<file path="src/sv/nss_pkg.sv">
package nss_pkg;

  // Table geometry.
  localparam int TABLE_DEPTH = 1024;
  localparam int IDX_W       = $clog2(TABLE_DEPTH);
  localparam int CNT_W       = $clog2(TABLE_DEPTH + 1);

  // Fixed field widths.
  localparam int ADDR_W      = 32;
  localparam int ENTRY_IDX_W = 10;
  localparam int COUNT_W     = 11;
  localparam int CFG_IDX_W   = 2;

  // Operation codes carried in the op field.
  localparam logic OP_LOAD  = 1'b0;
  localparam logic OP_QUERY = 1'b1;

  // Configuration register indexes.
  typedef enum logic [CFG_IDX_W-1:0] {
    REG_ENTRY_COUNT = 2'd0,
    REG_TEXT_START  = 2'd1,
    REG_TEXT_END    = 2'd2
  } cfg_reg_t;

  // Search sequencer states.
  typedef enum logic [1:0] {
    S_IDLE,
    S_SCAN,
    S_DONE
  } state_t;

  typedef struct packed {
    logic                   op;
    logic [ENTRY_IDX_W-1:0] entry_index;
    logic [ADDR_W-1:0]      entry_address;
    logic [ADDR_W-1:0]      query_address;
  } in_word_t;

  typedef struct packed {
    logic                   found;
    logic [ENTRY_IDX_W-1:0] match_index;
    logic [ADDR_W-1:0]      offset;
  } out_word_t;

  typedef struct packed {
    logic [COUNT_W-1:0] entry_count;
    logic [ADDR_W-1:0]  text_start;
    logic [ADDR_W-1:0]  text_end;
  } cfg_t;

  // Access request from the sequencer to the address table.
  typedef struct packed {
    logic              we;
    logic [IDX_W-1:0]  waddr;
    logic [ADDR_W-1:0] wdata;
    logic              re;
    logic [IDX_W-1:0]  raddr;
  } ram_req_t;

endpackage

</file>
<file path="src/sv/nss_search.sv">
module nss_search (
  input  logic                 clk,
  input  logic                 rst_n,
  input  logic                 in_valid,
  output logic                 in_stall,
  input  nss_pkg::in_word_t    in_word,
  input  nss_pkg::cfg_t        cfg,
  output nss_pkg::ram_req_t    ram_req,
  input  logic [nss_pkg::ADDR_W-1:0] ram_rdata,
  output logic                 out_valid,
  input  logic                 out_stall,
  output nss_pkg::out_word_t   out_word
);

  nss_pkg::state_t state_r, state_nxt;

  logic [nss_pkg::ADDR_W-1:0] query_r;
  logic [nss_pkg::CNT_W-1:0]  limit_r;
  logic [nss_pkg::IDX_W-1:0]  cmp_idx_r;
  logic                       hit_r;
  logic [nss_pkg::IDX_W-1:0]  best_idx_r;
  logic [nss_pkg::ADDR_W-1:0] best_dist_r;
  logic                       out_valid_r;
  nss_pkg::out_word_t         out_word_r;

  logic                       in_acc;
  logic                       is_query;
  logic                       in_window;
  logic                       idx_ok;
  logic [nss_pkg::CNT_W-1:0]  limit_in;
  logic                       last_cmp;
  logic [nss_pkg::ADDR_W-1:0] distance;
  logic                       cand;
  logic                       out_free;

  // Decode of the incoming word and the window test.
  assign in_acc    = in_valid && !in_stall;
  assign is_query  = (in_word.op == nss_pkg::OP_QUERY);
  assign in_window = (in_word.query_address >= cfg.text_start) &&
                     (in_word.query_address < cfg.text_end);
  assign idx_ok    = (32'(in_word.entry_index) < 32'(nss_pkg::TABLE_DEPTH));
  assign limit_in  = (32'(cfg.entry_count) > 32'(nss_pkg::TABLE_DEPTH)) ?
                     nss_pkg::CNT_W'(nss_pkg::TABLE_DEPTH) :
                     nss_pkg::CNT_W'(cfg.entry_count);

  // Compare of the entry read in the previous cycle against the best so far.
  assign last_cmp = (nss_pkg::CNT_W'(cmp_idx_r) + nss_pkg::CNT_W'(1)) == limit_r;
  assign distance = query_r - ram_rdata;
  assign cand     = (ram_rdata <= query_r) && (!hit_r || (distance < best_dist_r));
  assign out_free = !out_valid_r || !out_stall;

  // Next state.
  always_comb begin
    state_nxt = state_r;
    case (state_r)
      nss_pkg::S_IDLE: begin
        if (in_acc && is_query) begin
          if (in_window && (limit_in != '0)) begin
            state_nxt = nss_pkg::S_SCAN;
          end else begin
            state_nxt = nss_pkg::S_DONE;
          end
        end
      end
      nss_pkg::S_SCAN: begin
        if (last_cmp) begin
          state_nxt = nss_pkg::S_DONE;
        end
      end
      nss_pkg::S_DONE: begin
        if (out_free) begin
          state_nxt = nss_pkg::S_IDLE;
        end
      end
      default: state_nxt = nss_pkg::S_IDLE;
    endcase
  end

  // Handshake and table access for each state.
  always_comb begin
    in_stall      = 1'b1;
    ram_req.we    = 1'b0;
    ram_req.waddr = nss_pkg::IDX_W'(in_word.entry_index);
    ram_req.wdata = in_word.entry_address;
    ram_req.re    = 1'b0;
    ram_req.raddr = '0;
    case (state_r)
      nss_pkg::S_IDLE: begin
        in_stall   = 1'b0;
        ram_req.we = in_acc && !is_query && idx_ok;
        ram_req.re = in_acc && is_query;
      end
      nss_pkg::S_SCAN: begin
        ram_req.re    = !last_cmp;
        ram_req.raddr = cmp_idx_r + nss_pkg::IDX_W'(1);
      end
      nss_pkg::S_DONE: begin
        in_stall = 1'b1;
      end
      default: in_stall = 1'b1;
    endcase
  end

  always_ff @(posedge clk) begin
    if (!rst_n) begin
      state_r <= nss_pkg::S_IDLE;
    end else begin
      state_r <= state_nxt;
    end
  end

  // Scan datapath: set up on a query word, then one entry per cycle.
  always_ff @(posedge clk) begin
    if (state_r == nss_pkg::S_IDLE) begin
      if (in_acc && is_query) begin
        query_r     <= in_word.query_address;
        limit_r     <= limit_in;
        cmp_idx_r   <= '0;
        hit_r       <= 1'b0;
        best_idx_r  <= '0;
        best_dist_r <= in_window ? '1 : '0;
      end
    end else if (state_r == nss_pkg::S_SCAN) begin
      cmp_idx_r <= cmp_idx_r + nss_pkg::IDX_W'(1);
      if (cand) begin
        hit_r       <= 1'b1;
        best_idx_r  <= cmp_idx_r;
        best_dist_r <= distance;
      end
    end
  end

  // Output register: the result waits here while the consumer stalls.
  always_ff @(posedge clk) begin
    if (!rst_n) begin
      out_valid_r <= 1'b0;
    end else if ((state_r == nss_pkg::S_DONE) && out_free) begin
      out_valid_r <= 1'b1;
    end else if (!out_stall) begin
      out_valid_r <= 1'b0;
    end
  end

  always_ff @(posedge clk) begin
    if ((state_r == nss_pkg::S_DONE) && out_free) begin
      out_word_r.found       <= hit_r;
      out_word_r.match_index <= nss_pkg::ENTRY_IDX_W'(best_idx_r);
      out_word_r.offset      <= best_dist_r;
    end
  end

  assign out_valid = out_valid_r;
  assign out_word  = out_word_r;

endmodule

</file>
<file path="config.mk">
export PLATFORM = sky130hd
export DESIGN_NAME = nss_search
export DESIGN_NICKNAME = d
export VERILOG_FILES = /design/src/sv/nss_pkg.sv /design/src/sv/nss_search.sv
export SDC_FILE = /design/constraint.sdc
export NUM_CORES = 1
export LEC_CHECK = 0
export ABC_AREA = 1
export BUFFER_PORTS_ARGS = -buffer_cell sky130_fd_sc_hd__buf_2
export CAP_MARGIN = 0
export CELL_PAD_IN_SITES_DETAIL_PLACEMENT = 1
export CELL_PAD_IN_SITES_GLOBAL_PLACEMENT = 1
export CORE_ASPECT_RATIO = 1.25
export CORE_UTILIZATION = 35
export DETAILED_ROUTE_END_ITERATION = 12
export PLACE_DENSITY_LB_ADDON = 0.25
export SETUP_SLACK_MARGIN = 0.02
export SYNTH_ARGS = -nofsm -noshare
export SYNTH_HDL_FRONTEND = slang
export SYNTH_SLANG_ARGS = --single-unit
</file>
<file path="constraint.sdc">
create_clock -name clk -period 3.7 [get_ports clk]
set_input_delay 0.185 -clock clk [delete_from_list [all_inputs] [get_ports clk]]
set_output_delay 0.185 -clock clk [all_outputs]
set_load 0.1 [all_outputs]
</file>
==> impl_metrics.tcl, run 1 <==
set metrics [dict create \
    status "finished, violations left" \
    violations "setup timing" \
    syn_inst 1245 \
    hpwlAfterDp_mm 24.0 \
    grt_usage_pct 20.4 \
    period_needed_ps 3790 \
    fmax_mhz 264 \
    synth-main-ff-cell "edfxtp_1" \
    regToRegStartpoint "query_r[0]$_DFFE_PP_" \
    synthArstFlopShare_pct 0 \
    grt.overflow.total 0 \
    worstPathMaxFanout 4 \
    drtAntennaViolNets 0 \
    setup_ws_ps -94.9 \
    viasPerCell 4.77 \
    rows 69 \
    synth_warnings 0 \
    synth_area_per_cell_sq_um 8.26 \
    powerDensity_nw_per_um2 481 \
    yosysTopAreaCell "edfxtp_1" \
    maxSlewViolCount 0 \
    remaining_drc_errors 0 \
    cp.arrival_ps 3950 \
    maxCapViolCount 0 \
    finalWirelength_mm 30.3 \
    die_h_um 194 \
    ys_ff_latch 142 \
    synth_edf_count 139 \
    grt_setup_unrepaired "yes" \
    p_sw_share_pct 41.5 \
    maxSlewHeadroom_pct 58.3 \
    final.setup.tns_ps -1850 \
    layout.nets 1814 \
    synthToLayoutAreaGrowth_pct 32.9 \
    p_leak_nw 6.53 \
    synth_top_cells_by_count "nand2_1 (284), inv_1 (230), edfxtp_1 (139)" \
    worst_slew_pin_slew_ps 620 \
    r2r_slack_ps -90 \
    path_class "reg -> reg" \
    hold_path.class "in -> reg" \
    cts_made_buffers 17 \
    rr_endpoint "best_dist_r[12]$_DFFE_PP_" \
    crit_end "best_dist_r[12]$_DFFE_PP_" \
    antenna_cells 0 \
    crit_start "query_r[0]$_DFFE_PP_" \
    clk_pin_slew_worst_paths_ps 70 \
    grt_max_degree 44 \
    rr_worst_depth 26 \
    start_util_pct 35.9 \
    grt_pass1_wl_mm 47.8 \
    antenna_found_initial 2 \
    fin_skew_ps 9.76 \
    die_w_um 155 \
    core-area_sq_um 28700 \
    gp_congestion 0.874 \
    drtIter0Drc 309 \
    grt_pass1_vias 9824 \
    dr.pass1.iters 4 \
    critical_path.startpoint_type "flip-flop" \
    p_comb_share_pct 41.5 \
    clock-sinks 142 \
    hold_viol 0 \
    setup_violations 27 \
    cts_tree "yes" \
    synth_most_common_cell "nand2_1" \
    hold-worst-slack_ps 57.6 \
    die_area_sq_um 30100 \
    cp.required_ps 3860 \
    internal_power_mw 3.84 \
    ys_types 36 \
    timing.final.crit_share_pct 103 \
    cts_root_buf "clkbuf_16" \
    vias 9070 \
    num_io_pins 285 \
    vdd_drop_max_mv 0.250 \
    clk_latency_ps 440 \
    cp-end-kind "flip-flop" \
    yosys-top-cells-area "edfxtp_1 (41%), ha_1 (15%), nand2_1 (10%)" \
    yosys.area.top_type_share_pct 40.6 \
    post_drt_wl_per_cell_um 15.9 \
    clockBufferDepth 2 \
    htreeDepth 4 \
    p_clk_share_pct 24.7 \
    io_buffer_count 200 \
    drive_gt1_share_pct 29.0 \
    power_switching_mw 2.73 \
    ys_seq_area_share_pct 41.2 \
    synth_area_sq_um 10300 \
    seqPwrFrac_pct 33.8 \
    synthesis.nets 1559 \
]
## power groups by stage
stage | logic [mW] | clock network (mW) | registers [mW]
detailed placement | 2.40 | 0 | 2.25
global route | 2.98 | 1.73 | 2.25
global placement | 2.34 | 0 | 2.24
floorplan | 1.37 | 0 | 2.82
finish | 2.73 | 1.62 | 2.22
CTS | 2.58 | 1.67 | 2.22
## cell type report
| type | instances | area (sq um) |
|---|---|---|
| clock inverters | 14 | 123 |
| repair buffers | 289 | 1880 |
| multi-input cells | 818 | 5640 |
| flip-flops and latches | 142 | 4230 |
| well taps | 390 | 488 |
| clock buffers | 18 | 429 |
| inverters | 232 | 871 |
| fillers | 3509 | 15000 |
## critical path, cell delays in order, from the launching register on
cell       delay, ps
edfxtp_1         360
inv_1             60
ha_2             180
inv_2             40
fa_2             370
nand2_2           90
a21oi_4           70
nand3_2          120
nand2_4           80
nand2_2           60
nand2_2           90
a21oi_4          190
nand2_2           70
and2_1           160
ha_1             280
nand2_2           80
o21ai_1           60
nand2_1           60
o211ai_1         150
a21oi_2          210
nand2_1           90
nand2_1           80
nand3_2           90
nand2_4          100
buf_12           130
buf_12           110
clkbuf_16        130
## per-stage QoR
step	instance area, sq um	util (%)	cells	total power, mW	setup WS [ps]
after floorplan	10300	-	1245	4.19	176
final	13700	47.7	1903	6.57	-94.9
after detailed placement	11700	40.9	1816	4.65	-319
after CTS	13100	45.6	1894	6.46	17.3
after global placement	11700	40.9	1816	4.58	-220
after global routing	13700	47.7	1903	6.96	-301
## logic make-up after synthesis
family	after synthesis	synth area share [%]
adders and majority gates	128	15.6
xor gates and xnor gates	22	1.87
DFF	142	41.2
and+or+nand+nor	524	21.6
AOI/OAI and AO/OA	144	7.65
buffers and inverters	285	12.0
## per-layer routing
metal  vias to the layer above  track usage (%)  wire length, um  share of wire, %
li1                       4530                -                -                 -
met1                      4266             22.3            12000                40
met2                       193             37.6            16000                53
met3                        77             4.25             1250               4.1
met4                         4             9.04             1010               3.3
met5                         -                0               23             0.076
## repair_timing
item	in CTS	in global routing
hold buffers	33	1
pin swaps	18	43
cloned	2	1
endpoints found under the hold margin	34	1
setup endpoints to repair	43	43
gates resized for setup	69	104
setup buffers	11	8
## cells in the final DEF (no fill, tap or decap), types with 7 or more instances in the layout
cell type      instances
nand4_1               14
xor2_1                14
a21oi_4                7
o21a_1                 7
edfxtp_1             139
nand2_1              257
nand2_2               24
o21ai_0               24
ha_1                  96
ha_4                  26
o21ai_1                8
inv_1                222
nand3_2                9
nor3_2                 7
dlygate4sd3_1         34
nor2_1               103
a21oi_1               66
inv_2                 10
nor2_2                16
clkbuf_16             18
buf_2                200
buf_4                 44
a21oi_2               15
nand3b_1              13
nand3_1               44
## registers in the layout, indices dropped and copies added (netlist names)
signal	cells
out_word	43
best_dist_r	32
query_r	32
limit_r	11
best_idx_r	10
cmp_idx_r	10
state_r	2
hit_r	1
out_valid	1
## how the worst min path moves through the flow
stage	start	endpoint	slack [ps]	cells after the start
6_report	cfg[73]	limit_r[9]$_DFFE_PP_	60	3
3_5_place_dp	in_word[53]	ram_req[32]	370	0
2_1_floorplan	in_word[0]	query_r[0]$_DFFE_PP_	280	0
3_3_place_gp	in_word[53]	ram_req[32]	370	0
5_1_grt	cfg[71]	limit_r[7]$_DFFE_PP_	70	3
4_1_cts	in_word[29]	query_r[29]$_DFFE_PP_	6	1
No activity file was read; power rests on OpenSTA's default activity.
==> run 2: changes to the inputs <==
--- a/config.mk
+++ b/config.mk
@@ -5,13 +5,12 @@
 export SDC_FILE = /design/constraint.sdc
 export NUM_CORES = 1
 export LEC_CHECK = 0
-export ABC_AREA = 1
 export BUFFER_PORTS_ARGS = -buffer_cell sky130_fd_sc_hd__buf_2
 export CAP_MARGIN = 0
 export CELL_PAD_IN_SITES_DETAIL_PLACEMENT = 1
 export CELL_PAD_IN_SITES_GLOBAL_PLACEMENT = 1
 export CORE_ASPECT_RATIO = 1.25
-export CORE_UTILIZATION = 35
+export CORE_UTILIZATION = 36
 export DETAILED_ROUTE_END_ITERATION = 12
 export PLACE_DENSITY_LB_ADDON = 0.25
 export SETUP_SLACK_MARGIN = 0.02
==> run 2 against run 1 <==
Compared with the run above: the run still ends with setup timing left; fmax decreased by 8.6%; wire length fell by 9.7%; count of clock-buffer cells in the layout stayed put; hold slack lost 31 ps; sequential power fell by 11%; combinational power is 44% lower; synthesized cell count shrank 24%; first-iteration DRC count fell by 21%.
==> impl_metrics.tcl, run 2 <==
set metrics [dict create \
    vias 8053 \
    synth_area_sq_um 9660 \
    met2_length_mm 14.7 \
    cpMaxStageDelayCell "a221o_1" \
    maxSlewViolCount 0 \
    syn_inst 952 \
    grt_usage_pct 20.4 \
    gp_congestion 0.829 \
    setup_ws_ps -453 \
    core-area_sq_um 26200 \
    clock-sinks 142 \
    remaining_drc_errors 0 \
    hold-worst-slack_ps 26.9 \
    ys_seq_area_share_pct 43.8 \
    rows 66 \
    ys_types 59 \
    routed.top_layer "met4" \
    violations "setup timing" \
    layout.nets 1567 \
    num_io_pins 285 \
    cp_slowest_stage_delay_ps 370 \
    maxSlewHeadroom_pct 55.0 \
    die_area_sq_um 27500 \
    drtAntennaViolNets 0 \
    viasPerCell 5.02 \
    layout_commonest_cell "buf_2" \
    synth_area_per_cell_sq_um 10.1 \
    fin_area_sq_um 12700 \
    powerDensity_nw_per_um2 406 \
    die_w_um 148 \
    synthesis.nets 1266 \
    grt_pass1_vias 8619 \
    hold_viol 0 \
    p_leak_nw 6.02 \
    fin_skew_ps 7.99 \
    synth-main-ff-cell "edfxtp_1" \
    clk_latency_ps 430 \
    drt-met1-wl_mm 10.6 \
    synth_warnings 0 \
    hpwlAfterDp_mm 22.1 \
    yosys.area.top_type_share_pct 43.2 \
    clockBufferDepth 2 \
    cts_made_buffers 17 \
    critical_path.startpoint_type "flip-flop" \
    io_buffer_count 200 \
    post-place-ws_ps -477 \
    final.setup.tns_ps -18290 \
    grt_max_degree 43 \
    timing.final.crit_share_pct 112 \
    crit_chain "inv_1 -> ha_2 -> inv_2 -> fa_2 -> a21o_1 -> a21oi_2 -> buf_4 -> o21ai_4 -> a221o_1 -> a21o_1 -> a221o_1 -> xor2_2 -> ha_1 -> o21ai_1 -> a21oi_1 -> nor2_1 -> o211ai_1 -> a21oi_4 -> buf_4 -> buf_12" \
    final_core_util_pct 48.5 \
    met3_length_um 996 \
    setup_violations 43 \
    drtIter0Drc 244 \
    dp_cells 1528 \
    cts_root_buf "clkbuf_16" \
    path_class "reg -> reg" \
    antenna_found_initial 0 \
    antenna_cells 0 \
    largest_reg_flops 43 \
    dr.pass1.iters 4 \
    vdd_drop_max_mv 0.240 \
    fmax_mhz 241 \
    cp.required_ps 3850 \
    cp.arrival_ps 4300 \
    cts_tree "yes" \
    status "finished, violations left" \
    post_drt_wl_per_cell_um 17.1 \
    maxCapViolCount 0 \
    clk_pin_slew_worst_paths_ps 60 \
    cp-end-kind "flip-flop" \
    yosysTopAreaCell "edfxtp_1" \
    final_cell_mix "buf_2 (200), edfxtp_1 (139), inv_1 (136), ha_1 (117), buf_4 (106)" \
    grt_setup_unrepaired "yes" \
    synth_edf_count 139 \
    ys_ff_latch 142 \
    final_cells 1605 \
    synthArstFlopShare_pct 0 \
    drive_gt1_share_pct 30.4 \
    htreeDepth 4 \
    yosys-top-cells-area "edfxtp_1 (43%), ha_1 (16%), inv_1 (5.3%)" \
    synth_most_common_cell "edfxtp_1" \
    hold_path.class "in -> reg" \
    worst_slew_pin_slew_ps 658 \
    grt_pass1_wl_mm 43.2 \
    synth_top_cells_by_count "edfxtp_1 (139), inv_1 (137), ha_1 (127)" \
    period_needed_ps 4150 \
    grt.overflow.total 0 \
    start_util_pct 36.9 \
    worstPathMaxFanout 5 \
    total_power_mw 5.16 \
    n_fill_cell 3008 \
    die_h_um 185 \
    finalWirelength_mm 27.4 \
    synthToLayoutAreaGrowth_pct 31.5 \
    placed_area_sq_um 11500 \
]
==> run 2: cell count changes in the layout (fill, tap and decap cells not counted), moves of 21 or more <==
| cell | delta |
|---|---|
| nand2_1 | -182 |
| inv_1 | -86 |
| buf_4 | +62 |
| nor2_1 | -44 |
| nand3_1 | -28 |
| a21o_1 | +27 |
| nand2_2 | -24 |
| ha_1 | +21 |
| xnor2_1 | +21 |
==> run 2: cell type report <==
class / count / area [sq um] / share of cell area [%]
Clock buffer: 18 / 429 / 3.38
Clock inverter: 13 / 130 / 1.02
Inverter: 137 / 514 / 4.05
Multi-Input combinational cell: 613 / 4780 / 37.7
Sequential cell: 142 / 4230 / 33.3
Tap cell: 340 / 425 / 3.35
Timing Repair Buffer: 342 / 2180 / 17.2
==> run 2: cells by family after synthesis <==
| kind of cell | Yosys count | share of synthesized area (%) |
|---|---|---|
| simple gates | 236 | 11.8 |
| compound gates | 201 | 14.0 |
| xor+xnor | 48 | 4.35 |
| flops | 142 | 43.8 |
| fa+ha+maj | 128 | 16.7 |
| buf+inv | 197 | 9.39 |
==> run 2: critical path, delay by kind of cell (launching register included) <==
kind	cells	cell delay [ps]
flops	1	350
simple gates	1	120
buf+inv	5	520
xor+xnor	1	170
fa+ha+maj	3	820
compound gates	10	1870
==> run 2: worst paths after layout <==
kind | start | depth (start not counted) | slack (ps) | end
setup / recovery | query_r[0]$_DFFE_PP_ | 20 | -450 | best_dist_r[11]$_DFFE_PP_
setup reg to reg | query_r[0]$_DFFE_PP_ | 20 | -450 | best_dist_r[11]$_DFFE_PP_
hold reg to reg | best_idx_r[2]$_SDFFCE_PP0P_ | 0 | 420 | out_word[34]$_DFFE_PP_
hold / removal | rst_n | 3 | 30 | out_valid$_SDFFE_PN0P_
==> run 2: metal layers <==
metal / vias up / track usage [%]
met3: 78 / 2.98
met4: 0 / 9.98
met1: 3859 / 22.0
met2: 175 / 38.6
li1: 3941 / -
met5: - / 0
==> run 2: where the power goes <==
group | leakage [nW] | switching (mW) | internal (mW) | total [mW]
sequential | 1.33 | 0.0560 | 1.92 | 1.98
clock | 0.273 | 0.713 | 0.937 | 1.65
combinational | 4.41 | 0.895 | 0.635 | 1.53
==> run 2: repair_timing <==
action                                  CTS  global route
gates cloned                              1             0
hold buffers                             32             0
endpoints found under the setup margin   43            43
buffers inserted                          8             6
hold endpoints to repair                 32             0
gates resized for setup                  18            20
pin swaps                                 7             8
==> run 3: changes to the inputs <==
--- a/config.mk
+++ b/config.mk
@@ -5,12 +5,14 @@
 export SDC_FILE = /design/constraint.sdc
 export NUM_CORES = 1
 export LEC_CHECK = 0
+export ABC_AREA = 1
 export BUFFER_PORTS_ARGS = -buffer_cell sky130_fd_sc_hd__buf_2
 export CAP_MARGIN = 0
 export CELL_PAD_IN_SITES_DETAIL_PLACEMENT = 1
 export CELL_PAD_IN_SITES_GLOBAL_PLACEMENT = 1
 export CORE_ASPECT_RATIO = 1.25
-export CORE_UTILIZATION = 36
+export CORE_UTILIZATION = 35
+export CTS_BUF_LIST = sky130_fd_sc_hd__clkbuf_4 sky130_fd_sc_hd__clkbuf_8 sky130_fd_sc_hd__clkbuf_16
 export DETAILED_ROUTE_END_ITERATION = 12
 export PLACE_DENSITY_LB_ADDON = 0.25
 export SETUP_SLACK_MARGIN = 0.02
==> run 3 against run 2 <==
Compared with the run above: the flow still finishes with violations (setup timing); fmax is 9.4% higher; setup slack better by 360 ps; count of clock-buffer cells in the layout unchanged; combinational power is 78% higher.
==> impl_metrics.tcl, run 3 (synthesis results as in run 1) <==
set metrics [dict create \
    cts_tree "yes" \
    cp_top_family "simple AND/OR/NAND/NOR gates" \
    crit_top_cell "nand2_2" \
    layout.nets 1814 \
    drtIter0Drc 314 \
    post-place-ws_ps -319 \
    setup_ws_ps -94.9 \
    p_sw_share_pct 41.5 \
    grt_pass1_vias 9823 \
    fmax_mhz 264 \
    hpwlAfterDp_mm 24.0 \
    p_clk_share_pct 24.8 \
    antenna_found_initial 2 \
    largest_reg_flops 43 \
    synthToLayoutAreaGrowth_pct 32.9 \
    timing.final.crit_share_pct 103 \
    internal_power_mw 3.85 \
    die_h_um 194 \
    dp_cells 1816 \
    cts_made_buffers 17 \
    status "finished, violations left" \
    seqPwrFrac_pct 33.7 \
    violations "setup timing" \
    core-area_sq_um 28700 \
    vias 9072 \
    regToRegStartpoint "query_r[0]$_DFFE_PP_" \
    layout_commonest_cell "nand2_1" \
    path_class "reg -> reg" \
    r2r_slack_ps -90 \
    fin_skew_ps 9.72 \
    power_switching_mw 2.73 \
    io_buffer_count 200 \
    ff_latch_area_sq_um 4230 \
    die_w_um 155 \
    cp.required_ps 3860 \
    rr_endpoint "best_dist_r[12]$_DFFE_PP_" \
    die_area_sq_um 30100 \
    htreeDepth 4 \
    remaining_drc_errors 0 \
    p_comb_share_pct 41.5 \
    fin_area_sq_um 13700 \
    finalWirelength_mm 30.3 \
    grt_max_degree 44 \
    cp.arrival_ps 3950 \
    clk_latency_ps 440 \
    viasPerCell 4.77 \
    maxCapViolCount 0 \
    grt_setup_unrepaired "yes" \
    rows 69 \
    cpMaxStageDelayCell "fa_2" \
    maxSlewViolCount 0 \
    drtAntennaViolNets 0 \
    cp-end-kind "flip-flop" \
    gp_congestion 0.874 \
    maxSlewHeadroom_pct 58.3 \
    powerDensity_nw_per_um2 481 \
    hold_depth 3 \
    grt.overflow.total 0 \
    post_drt_wl_per_cell_um 15.9 \
    worstPathMaxFanout 4 \
    n_fill_cell 3510 \
    setup_violations 27 \
    num_io_pins 285 \
    vdd_drop_max_mv 0.249 \
    placed_area_sq_um 11700 \
    period_needed_ps 3790 \
    cp_num_buf_inv 5 \
    worst_slew_pin_slew_ps 620 \
    cp_slowest_stage_delay_ps 370 \
    clockBufferDepth 2 \
    final_cells 1903 \
    dr.pass1.iters 4 \
    final_cell_mix "nand2_1 (257), inv_1 (222), buf_2 (200), edfxtp_1 (139), nor2_1 (103)" \
    hold_path.class "in -> reg" \
    hold_path.startpoint "cfg[73]" \
    start_util_pct 35.9 \
    clk_pin_slew_worst_paths_ps 70 \
    antenna_cells 0 \
    grt_usage_pct 20.4 \
    final_core_util_pct 47.7 \
    p_leak_nw 6.54 \
    critical_path.startpoint_type "flip-flop" \
    multi_input_area_sq_um 5640 \
    rr_worst_depth 26 \
    clock-sinks 142 \
    hold_end "limit_r[9]$_DFFE_PP_" \
    cts_root_buf "clkbuf_16" \
    drive_gt1_share_pct 29.1 \
    grt_pass1_wl_mm 47.8 \
    hold_viol 0 \
]
[run 3: timing repair]
| action | CTS | global route |
|---|---|---|
| endpoints found under the hold margin | 34 | 1 |
| resized for setup | 69 | 104 |
| setup endpoints to repair | 43 | 43 |
| gates cloned | 2 | 1 |
| hold buffers | 33 | 1 |
| pin swaps | 18 | 43 |
| buffers inserted | 11 | 8 |
[run 3: worst max path at each step]
stage               cells past startpoint  slack (ps)                  start                           to
floorplan                              24         180   query_r[0]$_DFFE_PP_     best_dist_r[0]$_DFFE_PP_
global placement                       19        -220  query_r[23]$_DFFE_PP_     best_dist_r[2]$_DFFE_PP_
detailed placement                     19        -320  query_r[23]$_DFFE_PP_     best_dist_r[0]$_DFFE_PP_
CTS                                    28          20   query_r[0]$_DFFE_PP_     best_dist_r[1]$_DFFE_PP_
global route                           28        -300   query_r[0]$_DFFE_PP_  best_idx_r[9]$_SDFFCE_PP0P_
finish                                 26         -90   query_r[0]$_DFFE_PP_    best_dist_r[12]$_DFFE_PP_
[run 3: power groups by stage]
| stage | clock [mW] | combinational [mW] | sequential (mW) |
|---|---|---|---|
| finish | 1.63 | 2.73 | 2.22 |
| global route | 1.74 | 2.98 | 2.25 |
| CTS | 1.67 | 2.58 | 2.22 |
| detailed placement | 0 | 2.40 | 2.25 |
| global placement | 0 | 2.34 | 2.24 |
| floorplan | 0 | 1.37 | 2.82 |
[run 3: worst min-delay path, cell delays in order]
cell	delay (ps)
buf_2	70
inv_1	40
nor2_1	80
[run 3: layout make-up]
cell class / count / share of cell area, %
clock buffers: 18 / 3.17
clock inverters: 14 / 0.897
well taps: 390 / 3.57
multi-input cells: 818 / 41.2
repair buffers: 289 / 13.8
flip-flops and latches: 142 / 31.0
inverters: 232 / 6.37
[run 3: metrics by stage]
stage / hold slack, ps / power (mW) / setup TNS (ps)
2_1_floorplan: 284 / 4.19 / 0
3_3_place_gp: 371 / 4.58 / -8890
3_5_place_dp: 371 / 4.65 / -13250
4_1_cts: 5.69 / 6.47 / 0
5_1_grt: 66.5 / 6.97 / -10220
6_report: 58.1 / 6.57 / -1860
[run 3: routing by layer]
metal  global-route usage, %  share of wire, %
met1                    22.3                40
met2                    37.6                53
met3                    4.25               4.1
met4                    9.04               3.3
met5                       0             0.076
